`src/hdl/sha256_stream_hasher_assert.svh`:
```
// Assertion macros for the stream hasher.
`ifndef SHA256_STREAM_HASHER_ASSERT_SVH
`define SHA256_STREAM_HASHER_ASSERT_SVH

`define ASSERT_IMPLIES(label, clk, rst_n, pre, post) \
    label: assert property (@(posedge clk) disable iff (!rst_n) (pre) |-> (post)) \
        else $error("assertion failed");

`define ASSERT_NEXT(label, clk, rst_n, pre, post) \
    label: assert property (@(posedge clk) disable iff (!rst_n) (pre) |=> (post)) \
        else $error("assertion failed");

`endif

```
`src/hdl/sha_pkg.sv`:
```
package sha_pkg;

    localparam int BLOCK_BYTES = 64;
    localparam int LEN_POS = 56;
    localparam logic [7:0] PAD_BYTE = 8'h80;

    typedef enum logic [2:0] {
        ST_IDLE,
        ST_LOAD,
        ST_ROUND,
        ST_UPDATE,
        ST_PAD,
        ST_OUT
    } state_t;

    function automatic logic [31:0] round_k(input logic [5:0] i);
        logic [31:0] k;
        case (i)
            6'd0: k = 32'h428a2f98; 6'd1: k = 32'h71374491; 6'd2: k = 32'hb5c0fbcf;
            6'd3: k = 32'he9b5dba5; 6'd4: k = 32'h3956c25b; 6'd5: k = 32'h59f111f1;
            6'd6: k = 32'h923f82a4; 6'd7: k = 32'hab1c5ed5; 6'd8: k = 32'hd807aa98;
            6'd9: k = 32'h12835b01; 6'd10: k = 32'h243185be; 6'd11: k = 32'h550c7dc3;
            6'd12: k = 32'h72be5d74; 6'd13: k = 32'h80deb1fe; 6'd14: k = 32'h9bdc06a7;
            6'd15: k = 32'hc19bf174; 6'd16: k = 32'he49b69c1; 6'd17: k = 32'hefbe4786;
            6'd18: k = 32'h0fc19dc6; 6'd19: k = 32'h240ca1cc; 6'd20: k = 32'h2de92c6f;
            6'd21: k = 32'h4a7484aa; 6'd22: k = 32'h5cb0a9dc; 6'd23: k = 32'h76f988da;
            6'd24: k = 32'h983e5152; 6'd25: k = 32'ha831c66d; 6'd26: k = 32'hb00327c8;
            6'd27: k = 32'hbf597fc7; 6'd28: k = 32'hc6e00bf3; 6'd29: k = 32'hd5a79147;
            6'd30: k = 32'h06ca6351; 6'd31: k = 32'h14292967; 6'd32: k = 32'h27b70a85;
            6'd33: k = 32'h2e1b2138; 6'd34: k = 32'h4d2c6dfc; 6'd35: k = 32'h53380d13;
            6'd36: k = 32'h650a7354; 6'd37: k = 32'h766a0abb; 6'd38: k = 32'h81c2c92e;
            6'd39: k = 32'h92722c85; 6'd40: k = 32'ha2bfe8a1; 6'd41: k = 32'ha81a664b;
            6'd42: k = 32'hc24b8b70; 6'd43: k = 32'hc76c51a3; 6'd44: k = 32'hd192e819;
            6'd45: k = 32'hd6990624; 6'd46: k = 32'hf40e3585; 6'd47: k = 32'h106aa070;
            6'd48: k = 32'h19a4c116; 6'd49: k = 32'h1e376c08; 6'd50: k = 32'h2748774c;
            6'd51: k = 32'h34b0bcb5; 6'd52: k = 32'h391c0cb3; 6'd53: k = 32'h4ed8aa4a;
            6'd54: k = 32'h5b9cca4f; 6'd55: k = 32'h682e6ff3; 6'd56: k = 32'h748f82ee;
            6'd57: k = 32'h78a5636f; 6'd58: k = 32'h84c87814; 6'd59: k = 32'h8cc70208;
            6'd60: k = 32'h90befffa; 6'd61: k = 32'ha4506ceb; 6'd62: k = 32'hbef9a3f7;
            default: k = 32'hc67178f2;
        endcase
        return k;
    endfunction

    function automatic logic [31:0] init_h(input logic [2:0] i);
        logic [31:0] h;
        case (i)
            3'd0: h = 32'h6a09e667; 3'd1: h = 32'hbb67ae85;
            3'd2: h = 32'h3c6ef372; 3'd3: h = 32'ha54ff53a;
            3'd4: h = 32'h510e527f; 3'd5: h = 32'h9b05688c;
            3'd6: h = 32'h1f83d9ab; default: h = 32'h5be0cd19;
        endcase
        return h;
    endfunction

    function automatic logic [31:0] rotr(input logic [31:0] v, input int n);
        return (v >> n) | (v << (32 - n));
    endfunction

endpackage

```
`src/hdl/sha256_stream_hasher.sv`:
```
// SHA-256 over a byte stream. A request carrying a byte is taken while a block fills; the
// 64th byte of a block starts a compression: a load phase (one byte a cycle from the block
// memory, whose read is registered), the rounds (one round per cycle) and an update step,
// during all of which in_stall is high. At end of message the pad, zero fill and length are
// written into the block memory one byte a cycle from the fill position to the end of the
// block; when an extra block is needed it is written after the first compression. The eight
// digest words are then offered one per cycle while out_stall is low, and the hash returns
// to its initial value.
module sha256_stream_hasher
    import sha_pkg::*;
(
    input  logic        clk,
    input  logic        rst_n,
    input  logic        in_valid,
    output logic        in_stall,
    input  logic [7:0]  data_byte,
    input  logic        byte_valid,
    input  logic        end_of_message,
    output logic        out_valid,
    input  logic        out_stall,
    output logic [31:0] digest_word,
    output logic [2:0]  word_index,
    output logic        last_word
);

`include "sha256_stream_hasher_assert.svh"

    logic [7:0] block_mem [BLOCK_BYTES];
    logic [7:0] mem_rdata;
    logic [5:0] mem_raddr;
    logic       mem_we;
    logic [5:0] mem_waddr;
    logic [7:0] mem_wdata;

    always_ff @(posedge clk)
    begin
        if (mem_we)
        begin
            block_mem[mem_waddr] <= mem_wdata;
        end
        mem_rdata <= block_mem[mem_raddr];
    end

    state_t      state_reg, state_next;
    logic [31:0] hash_reg [8];
    logic [31:0] wk_reg [8];
    logic [31:0] w_reg [16];
    logic [5:0]  fill_reg, fill_next;
    logic [63:0] count_reg, count_next;
    logic [6:0]  step_reg, step_next;
    logic        final_reg, final_next;
    logic        two_reg, two_next;
    logic [2:0]  oidx_reg, oidx_next;
    logic [31:0] ld_word_reg;

    logic [63:0] bits;
    logic [31:0] a, b, c, d, e, f, g, h, t1, t2, s0, s1, wnew, wcur;
    logic        round_en, load_en, update_en, hash_init;

    assign bits = {count_reg[60:0], 3'b000};
    assign a = wk_reg[0]; assign b = wk_reg[1]; assign c = wk_reg[2]; assign d = wk_reg[3];
    assign e = wk_reg[4]; assign f = wk_reg[5]; assign g = wk_reg[6]; assign h = wk_reg[7];

    always_comb
    begin
        s0 = rotr(w_reg[1], 7) ^ rotr(w_reg[1], 18) ^ (w_reg[1] >> 3);
        s1 = rotr(w_reg[14], 17) ^ rotr(w_reg[14], 19) ^ (w_reg[14] >> 10);
        wnew = w_reg[0] + s0 + w_reg[9] + s1;
        wcur = (step_reg < 7'd16) ? w_reg[0] : wnew;
        t1 = h + (rotr(e, 6) ^ rotr(e, 11) ^ rotr(e, 25)) + ((e & f) ^ (~e & g))
           + round_k(step_reg[5:0]) + wcur;
        t2 = (rotr(a, 2) ^ rotr(a, 13) ^ rotr(a, 22)) + ((a & b) ^ (a & c) ^ (b & c));
    end

    always_comb
    begin
        state_next = state_reg;
        fill_next = fill_reg;
        count_next = count_reg;
        step_next = step_reg;
        final_next = final_reg;
        two_next = two_reg;
        oidx_next = oidx_reg;
        in_stall = 1'b1;
        out_valid = 1'b0;
        mem_we = 1'b0;
        mem_waddr = fill_reg;
        mem_wdata = data_byte;
        mem_raddr = step_reg[5:0];
        round_en = 1'b0;
        load_en = 1'b0;
        update_en = 1'b0;
        hash_init = 1'b0;
        case (state_reg)
            ST_IDLE:
            begin
                in_stall = 1'b0;
                if (in_valid)
                begin
                    if (byte_valid)
                    begin
                        mem_we = 1'b1;
                        fill_next = fill_reg + 6'd1;
                        count_next = count_reg + 64'd1;
                    end
                    final_next = end_of_message;
                    if (byte_valid && fill_reg == 6'd63)
                    begin
                        state_next = ST_LOAD;
                        step_next = '0;
                        two_next = end_of_message;
                    end
                    else if (end_of_message)
                    begin
                        state_next = ST_PAD;
                        step_next = {1'b0, fill_next};
                        two_next = (fill_next > 6'd55);
                    end
                end
            end
            ST_PAD:
            begin
                mem_we = 1'b1;
                mem_waddr = step_reg[5:0];
                if (!two_reg && step_reg[5:0] >= 6'd56)
                begin
                    mem_wdata = bits[8 * (63 - step_reg[5:0]) +: 8];
                end
                else if (step_reg[5:0] == fill_reg)
                begin
                    mem_wdata = PAD_BYTE;
                end
                else
                begin
                    mem_wdata = '0;
                end
                if (step_reg[5:0] == 6'd63)
                begin
                    state_next = ST_LOAD;
                    step_next = '0;
                end
                else
                begin
                    step_next = step_reg + 7'd1;
                end
            end
            ST_LOAD:
            begin
                load_en = 1'b1;
                step_next = step_reg + 7'd1;
                if (step_reg == 7'd64)
                begin
                    state_next = ST_ROUND;
                    step_next = '0;
                end
            end
            ST_ROUND:
            begin
                round_en = 1'b1;
                step_next = step_reg + 7'd1;
                if (step_reg == 7'd63)
                begin
                    state_next = ST_UPDATE;
                end
            end
            ST_UPDATE:
            begin
                update_en = 1'b1;
                fill_next = '0;
                if (!final_reg)
                begin
                    state_next = ST_IDLE;
                end
                else if (two_reg)
                begin
                    two_next = 1'b0;
                    state_next = ST_PAD;
                    step_next = '0;
                    fill_next = (fill_reg == 6'd0) ? 6'd0 : 6'd63;
                end
                else
                begin
                    state_next = ST_OUT;
                    oidx_next = '0;
                end
            end
            ST_OUT:
            begin
                out_valid = 1'b1;
                if (!out_stall)
                begin
                    oidx_next = oidx_reg + 3'd1;
                    if (oidx_reg == 3'd7)
                    begin
                        hash_init = 1'b1;
                        count_next = '0;
                        fill_next = '0;
                        final_next = 1'b0;
                        state_next = ST_IDLE;
                    end
                end
            end
            default:
            begin
                state_next = ST_IDLE;
            end
        endcase
    end

    // When the pad byte already sits in the previous block, fill is parked on the last byte,
    // where the length field takes precedence. After a full final block fill stays at zero,
    // so the pad byte opens the extra block.

    always_ff @(posedge clk or negedge rst_n)
    begin
        if (!rst_n)
        begin
            state_reg <= ST_IDLE;
            fill_reg <= '0;
            count_reg <= '0;
            step_reg <= '0;
            final_reg <= 1'b0;
            two_reg <= 1'b0;
            oidx_reg <= '0;
            for (int i = 0; i < 8; i++)
            begin
                hash_reg[i] <= init_h(3'(i));
            end
        end
        else
        begin
            state_reg <= state_next;
            fill_reg <= fill_next;
            count_reg <= count_next;
            step_reg <= step_next;
            final_reg <= final_next;
            two_reg <= two_next;
            oidx_reg <= oidx_next;
            if (hash_init)
            begin
                for (int i = 0; i < 8; i++)
                begin
                    hash_reg[i] <= init_h(3'(i));
                end
            end
            else if (update_en)
            begin
                for (int i = 0; i < 8; i++)
                begin
                    hash_reg[i] <= hash_reg[i] + wk_reg[i];
                end
            end
        end
    end

    always_ff @(posedge clk)
    begin
        if (load_en && step_reg != 7'd0)
        begin
            ld_word_reg <= {ld_word_reg[23:0], mem_rdata};
            if (step_reg[1:0] == 2'd0)
            begin
                for (int i = 0; i < 15; i++)
                begin
                    w_reg[i] <= w_reg[i + 1];
                end
                w_reg[15] <= {ld_word_reg[23:0], mem_rdata};
            end
        end
        if (load_en && step_reg == 7'd64)
        begin
            for (int i = 0; i < 8; i++)
            begin
                wk_reg[i] <= hash_reg[i];
            end
        end
        if (round_en)
        begin
            wk_reg[0] <= t1 + t2;
            wk_reg[1] <= a;
            wk_reg[2] <= b;
            wk_reg[3] <= c;
            wk_reg[4] <= d + t1;
            wk_reg[5] <= e;
            wk_reg[6] <= f;
            wk_reg[7] <= g;
            if (step_reg < 7'd16)
            begin
                for (int i = 0; i < 15; i++)
                begin
                    w_reg[i] <= w_reg[i + 1];
                end
                w_reg[15] <= w_reg[0];
            end
            else
            begin
                for (int i = 0; i < 15; i++)
                begin
                    w_reg[i] <= w_reg[i + 1];
                end
                w_reg[15] <= wnew;
            end
        end
    end

    assign digest_word = hash_reg[oidx_reg];
    assign word_index = oidx_reg;
    assign last_word = (oidx_reg == 3'd7);

    `ASSERT_IMPLIES(a_stall_busy, clk, rst_n, state_reg != ST_IDLE, in_stall)
    `ASSERT_IMPLIES(a_out_only_out, clk, rst_n, out_valid, state_reg == ST_OUT)
    `ASSERT_NEXT(a_last_idle, clk, rst_n, out_valid && !out_stall && last_word,
        state_reg == ST_IDLE && fill_reg == 6'd0)

endmodule

```
`config.mk`:
```
export PLATFORM = sky130hd
export DESIGN_NAME = sha256_stream_hasher
export DESIGN_NICKNAME = d
export VERILOG_FILES = /design/src/hdl/sha_pkg.sv /design/src/hdl/sha256_stream_hasher.sv
export VERILOG_INCLUDE_DIRS = /design/src /design/src/hdl
export SDC_FILE = /design/constraint.sdc
export NUM_CORES = 2
export LEC_CHECK = 0
export CORE_UTILIZATION = 35
export DETAILED_ROUTE_END_ITERATION = 16
export DONT_BUFFER_PORTS = 1
export PLACE_DENSITY = 0.52
export RECOVER_POWER = 100
export SYNTH_ARGS = -nofsm -noshare
export SYNTH_HDL_FRONTEND = slang
export SYNTH_SLANG_ARGS = --single-unit
```
`constraint.sdc`:
```
create_clock -name clk -period 42.6 [get_ports clk]
set_clock_uncertainty 0.1 [all_clocks]
set_input_delay 10.65 -clock clk [delete_from_list [all_inputs] [get_ports clk]]
set_output_delay 10.65 -clock clk [all_outputs]
set_load 0.02 [all_outputs]
```
Yosys cells after proc, flatten, opt, wreduce, memory -nomap -nowiden
Memories as Yosys holds them, arrays and structs flattened. A register that Yosys moved wholly into a read port is not among the register bits.
Index checks and enable logic that the tools add are counted.
- flip-flop bits (word level): 365
- RAM bits: 1280
- ROM bits: 2048
- input port bits: 14
- output and inout port bits: 38
- word-level logic and storage cells: 283
- memories: 4
- memories (memory ; depth ; bits a word ; read ports ; clocked after memory_dff ; write ports ; RTL line ; text):
    (name not given) ; 64 ; 32 ; 1 ; 0 ; 0 ; sha_pkg.sv:18 ; case (i)
    block_mem ; 64 ; 8 ; 1 ; 1 ; 1 ; sha256_stream_hasher.sv:28 ; logic [7:0] block_mem [BLOCK_BYTES];
    w_reg ; 16 ; 32 ; 16 ; 0 ; 16 ; sha256_stream_hasher.sv:47 ; logic [31:0] w_reg [16];
    wk_reg ; 8 ; 32 ; 8 ; 0 ; 8 ; sha256_stream_hasher.sv:46 ; logic [31:0] wk_reg [8];
- add/subtract/negate cells: 23
- $lt $le $gt $ge: 4
- eq/ne operators: 22
- shift-type cells: 1
- mux-type cells: 123
- bitwise operators: 68
- reductions and logical operators: 22
- operators with widths (operator ; number):
    $mux W32 ; 43
    $add A32 B32 Y32 ; 18
    $mux W256 ; 2
    $xor A32 B32 Y32 ; 9
    $mux W64 ; 4
    $and A32 B32 Y32 ; 5
    $pmux W64 S2 ; 1
    $bmux W32 S3 ; 1
    $add A64 B1 Y64 const B ; 1
    $shiftx A64 B33 Y8 ; 1
    $mux W6 ; 10
    $mux W7 ; 7
    $or A1 B1 Y1 ; 40
    $mux W3 ; 12
    $pmux W7 S5 ; 1
    $mux W1 ; 33
    $not A32 Y32 ; 1
    $or A10 B32 Y32 ; 1
    $or A13 B32 Y32 ; 1
    $or A14 B32 Y32 ; 1
    $or A15 B32 Y32 ; 1
    $or A19 B32 Y32 ; 1
    $or A21 B32 Y32 ; 1
    $or A25 B32 Y32 ; 1
    other kinds (40) ; 67

Logic depth before layout (Yosys ltp)
An unclocked memory read counts as a cell.
- depth in word-level cells: 11
- mapped depth: 49
- mapped depth without buffers: 49

Worst setup path after synthesis
OpenSTA, ideal clock, no wires.
- kind: register to register
- start: reg step_reg[0]
- end: mem wk_reg[0][0], enable pin
- arrival: 20376 ps
- required time: 41273 ps
- path slack: 20896 ps
- stages on the path, launching flop included: 11
- buffers on the path: 5
- cells stage by stage: dfrtp_1 > clkbuf_1 > buf_2 > buf_1 > buf_2 > inv_1 > clkbuf_1 > ha_1 > nor2b_1 > nand3_1 > o21ai_0
- RTL lines (item ; RTL line ; text):
    from (decl) ; sha256_stream_hasher.sv:50 ; logic [6:0] step_reg, step_next;
    from (signal assigned) ; sha256_stream_hasher.sv:235 ; step_reg <= step_next;
    to (decl) ; sha256_stream_hasher.sv:46 ;

Worst setup path after layout
- start: reg oidx_reg[0] (netlist: word_index[0])
- end: out digest_word[19]
- longest elaborated chain between the ends: 4
- ends and longest elaborated chain (item ; RTL line ; text):
    from (decl) ; sha256_stream_hasher.sv:53 ; logic [2:0] oidx_reg, oidx_next;
    from (signal assigned) ; sha256_stream_hasher.sv:238 ; oidx_reg <= oidx_next;
    $not A3 Y4 (not written as such) ; sha256_stream_hasher.sv:306 ; assign digest_word = hash_reg[oidx_reg];
    $bmux W32 S3 ; sha256_stream_hasher.sv:306 ;
    $mux W32 (not written as such) (2 in a row) ; sha256_stream_hasher.sv:306 ;
    to (decl) ; sha256_stream_hasher.sv:21 ; output logic [31:0] digest_word,
No other way between the ends. The select of a mux whose other input is x is not followed.

==> results <==
- The flow ran to the end, but the final reports show violations.
- The final reports fail on max-capacitance violations, max-slew violations.
- The xor/xnor cell area share of the yosys netlist is 6.15%.
- The final count of pins violating max slew is 2,275.
- Measured against the total synthesized area, the mux share comes to 7.93%.
- The layout cell share with drive strength beyond 1 is 11.1%.
- The initial utilization of the core area, before any placement, comes to 35.2%.
- The clock latency of the later-clocked register in the worst-skew pair is 0.92 ns.
- During I/O placement, the number of pins put on the boundary was 52.
- The overall die height is 513 µm.
- After detailed routing, the total wire length is 289,000 µm.
- The number of nets handed over by synthesis was 8,255.
- The final number of setup-violating endpoints is 0.
- For the final routed database, the setup TNS stands at 0 ns.
- Fill cells in the final layout number 24,800.
- The first global-routing pass estimated 423,000 µm of wire.
- The critical path is of the reg2out type.
- From left edge to right edge, the die measures 513 µm.
- The worst path buffer plus inverter count is 1.
- The required time reported for the critical path endpoint is 31.85 ns.
- TritonCTS built the clock tree.
- The dominant register cell in the synthesized netlist is sky130_fd_sc_hd__edfxtp_1.
- The number of global-route vias before repair came to 59,900.
- In this design, the stage delay of the slowest critical-path cell is 2.84 ns.
- The number of DRC markers in iteration 0 is 6,426.
- The path with the worst hold slack has its endpoint at w_reg[7][5]$_DFFE_PP_.
- The overflow left after global routing is 0.
- Counting flops and latches in the post-synthesis netlist gives 1,650.
- The kind of end point of the critical path is an output pin.
- The deepest clock path buffer count is 3.
- The share of synthesized cell area in and, or, nand and nor gates is 8.94%.
- Leaving out fill and tap cells, the most frequent cells in the layout are sky130_fd_sc_hd__edfxtp_1 (1,304), sky130_fd_sc_hd__nand2_1 (839), sky130_fd_sc_hd__o21ai_0 (539), sky130_fd_sc_hd__a21oi_1 (465), sky130_fd_sc_hd__nor2_1 (449).
- The post-route DRC violation count is 0.
- Buffers inserted to repair hold after CTS numbered 0.
- The weighted congestion at the end of routability-driven global placement is 0.927.
- In this run the tightest slew margin relative to its limit is -505%.
- The number of clock buffers added by TritonCTS is 182.
- The combinational family with the most area after synthesis is compound AO/OA/AOI/OAI gates.
- The terminus of the critical flop-to-flop path is wk_reg[1][123]$_DFFE_PP_.
- The iteration count of the initial detailed-routing pass is 6.
- Data arrives at the worst endpoint at 6.73 ns.
- The setup check on the worst reg-to-reg path leaves a slack of 26.61 ns.
- The synthesized netlist devotes 11.4% of its cell area to compound gates.
- The post-CTS setup buffer count is 0.
- The antenna violation net count after detailed routing is 0.
- The site row count is 187.
- The post-CTS resize count is 0.
- Global routing used 21.7% of the available tracks.
- Setup repair after global routing left no endpoint under its margin.
- In the routed layout, each cell is associated on average with a via count of 5.53.
- The number of hold-slack violations in the final timing report was 0.
- The quantity of I/O buffers inserted on ports is 0.
- The worst register-to-register path has a depth of 8.
- The tree is rooted in a sky130_fd_sc_hd__clkbuf_16.
- The critical path's slowest cell is sky130_fd_sc_hd__clkbuf_1.
- The average detailed-routed wire length per instance is 25.9 µm.
- In this run the critical register-to-register path is launched from step_reg[0]$_DFFE_PN0P_.
- The worst hold path belongs to the class reg2reg.
- Dividing the synthesized area by the synthesized cell count gives 12.0 µm².
- The hold path startpoint is w_reg[8][5]$_DFFE_PP_.
- The family with the most delay on the worst path is buffers and inverters.
- Sequential elements use 52.4% of the synthesized area.
- Of all flip-flops after synthesis, the portion carrying an async set or reset was 20.5%.
- The floorplan step defined a die boundary enclosing 263,000 µm².
- In the synthesized netlist, the number of instances is 7,640.
- The cell area that synthesis handed to floorplanning was 91,400 µm².
- The smallest hold slack is 0.281 ns.
- STA classifies the critical path startpoint as a flop.
- The library cell used most frequently in the layout, excluding fill and tap cells, is sky130_fd_sc_hd__edfxtp_1.
- The minimum clock period is 17.48 ns.
- Max-cap violations in this run came to 44.
- Based on the critical path, the design can be clocked at up to 57.2 MHz.
- Detailed placement ended at an HPWL of 206,000 µm.
- In this run the worst path has a maximum fanout of 45.
- Walking the worst path, the cells encountered are clkbuf_1, mux4_2, mux2_1.
- The core area is 260,000 µm².
- The tree built by TritonCTS fans out to 1,650 sinks.
- The number of vias after detailed routing is 61,700.
- The final cycle utilization of the critical path is 41.0%.
- The cell depth of the worst min-delay path is 0.
- Clock-pin slew was measured on the worst setup and hold paths at 0.06 ns.
- Entering global routing, the biggest net connects 339 pins.
- The initial antenna violation count came to 5.
- After synthesis, the netlist uses 91 different library cells.
- The post-synthesis share of cell area spent on full adders, half adders and majority gates is 9.90%.
- The total of warnings raised by yosys is 0.
- The area growth from synthesis to final layout is 11.1%.
- At the end of the flow, the number of nets in the layout was 8,192.
- The H-tree depth is 4.
- Yosys mapped a number of flops with a built-in enable equal to 1,304.
- For the pin with the worst max-slew slack, the measured transition is 9.07 ns.
[layer usage]
| layer | part of all wire, % | wire [µm] | global-route usage (%) | vias to the layer above |
|---|---|---|---|---|
| met2 | 44 | 127000 | 32.7 | 2157 |
| met4 | 2.5 | 7210 | 5.32 | 0 |
| met5 | 0 | 0 | 0 | - |
| met1 | 46 | 134000 | 32.3 | 31400 |
| met3 | 7.3 | 21000 | 3.61 | 353 |
| li1 | - | - | - | 27700 |
[cell families (layout without fill, tap and decap cells)]
family / count (synthesis) / after routing
and+or+nand+nor: 1860 / 1860
AOI/OAI and AO/OA: 1694 / 1694
DFF: 1650 / 1650
buffers and inverters: 781 / 878
xor gates and xnor gates: 642 / 642
adders and majority gates: 606 / 606
muxes: 407 / 407
other: 0 / 2
[worst max-delay path by stage]
| stage | slack [ns] | start | to | cells past startpoint |
|---|---|---|---|---|
| floorplan | 20.90 | step_reg[0]$_DFFE_PN0P_ | wk_reg[0][0]$_DFFE_PP_ | 10 |
| CTS | 28.09 | word_index[0]$_DFFE_PN0P_ | digest_word[19] | 3 |
| global placement | 28.98 | in_valid | block_mem[2][0]$_DFFE_PP_ | 6 |
| finish | 25.12 | word_index[0]$_DFFE_PN0P_ | digest_word[19] | 3 |
| global route | 24.28 | word_index[0]$_DFFE_PN0P_ | digest_word[19] | 3 |
| detailed placement | 28.92 | in_valid | block_mem[34][0]$_DFFE_PP_ | 6 |
[per-stage QoR]
stage                     worst slack [ns]  utilization [%]  cells  instance area, µm²
after floorplan                      20.90                -   7640               91400
after global placement               28.98             36.7  10800               95400
after detailed placement             28.92             36.7  10800               95400
after CTS                            28.09             39.2  11100              102000
after global routing                 24.28             39.1  11100              102000
final                                25.12             39.1  11100              102000
[cell usage after synthesis (10+ instances only)]
cell type	n	area [µm²]
sky130_fd_sc_hd__mux4_2	242	5450
sky130_fd_sc_hd__o22ai_1	21	131
sky130_fd_sc_hd__mux2_2	122	1370
sky130_fd_sc_hd__nor4_1	10	62.6
sky130_fd_sc_hd__buf_1	54	203
sky130_fd_sc_hd__a211oi_1	34	255
sky130_fd_sc_hd__xnor2_1	382	3350
sky130_fd_sc_hd__o21bai_1	47	353
sky130_fd_sc_hd__o21ai_0	537	2690
sky130_fd_sc_hd__a22oi_1	27	203
sky130_fd_sc_hd__and2_1	14	87.6
sky130_fd_sc_hd__ha_1	404	5050
sky130_fd_sc_hd__o31a_1	13	114
sky130_fd_sc_hd__a31oi_1	49	307
sky130_fd_sc_hd__a21o_1	201	1510
sky130_fd_sc_hd__a22o_1	10	87.6
sky130_fd_sc_hd__mux2i_1	43	430
sky130_fd_sc_hd__a21oi_1	465	2330
sky130_fd_sc_hd__nand3_1	147	736
sky130_fd_sc_hd__dfrtp_1	202	5050
sky130_fd_sc_hd__o31ai_1	35	263
sky130_fd_sc_hd__clkbuf_1	285	1070
sky130_fd_sc_hd__dfstp_2	136	3570
sky130_fd_sc_hd__o21a_1	53	398
sky130_fd_sc_hd__edfxtp_1	1304	39200
sky130_fd_sc_hd__nand2_1	840	3150
sky130_fd_sc_hd__nor2_1	451	1690
sky130_fd_sc_hd__fa_1	197	3940
sky130_fd_sc_hd__nor2b_1	55	344
sky130_fd_sc_hd__inv_1	433	1630
sky130_fd_sc_hd__a21boi_0	13	97.6
sky130_fd_sc_hd__o211ai_1	38	285
sky130_fd_sc_hd__nand4_1	30	188
sky130_fd_sc_hd__nor3_1	113	566
sky130_fd_sc_hd__or3_1	38	238
sky130_fd_sc_hd__or2_2	17	106
sky130_fd_sc_hd__and3_1	41	257
sky130_fd_sc_hd__o311ai_0	12	105
sky130_fd_sc_hd__xor2_1	260	2280
sky130_fd_sc_hd__nand2b_1	60	375
sky130_fd_sc_hd__a311oi_1	15	131
sky130_fd_sc_hd__and4_1	14	123
[area by class of cell]
cell class / count / area [µm²] / share of cell area (%)
inverter: 436 / 1640 / 1.61
clock buffer: 236 / 4940 / 4.87
antenna: 2 / 5.00 / 0.00493
clock inverter: 108 / 1540 / 1.51
tap: 3402 / 4260 / 4.19
multi-input combinational: 5209 / 40600 / 40.0
timing repair buffer: 98 / 626 / 0.616
sequential: 1650 / 48000 / 47.2
[worst reg2reg max path: cells and delay by family, from the launching register on]
| family | cells | cell delay, ns |
|---|---|---|
| AO/OA/AOI/OAI | 1 | 2.24 |
| buffers and inverters | 4 | 10.89 |
| AND/OR/NAND/NOR | 2 | 1.05 |
| adder cells (fa/ha/maj) | 1 | 0.28 |
| flip-flops | 1 | 0.84 |
Power is not shown: default switching activity piles up to over one toggle a cycle in this logic, so the estimate is an artifact.
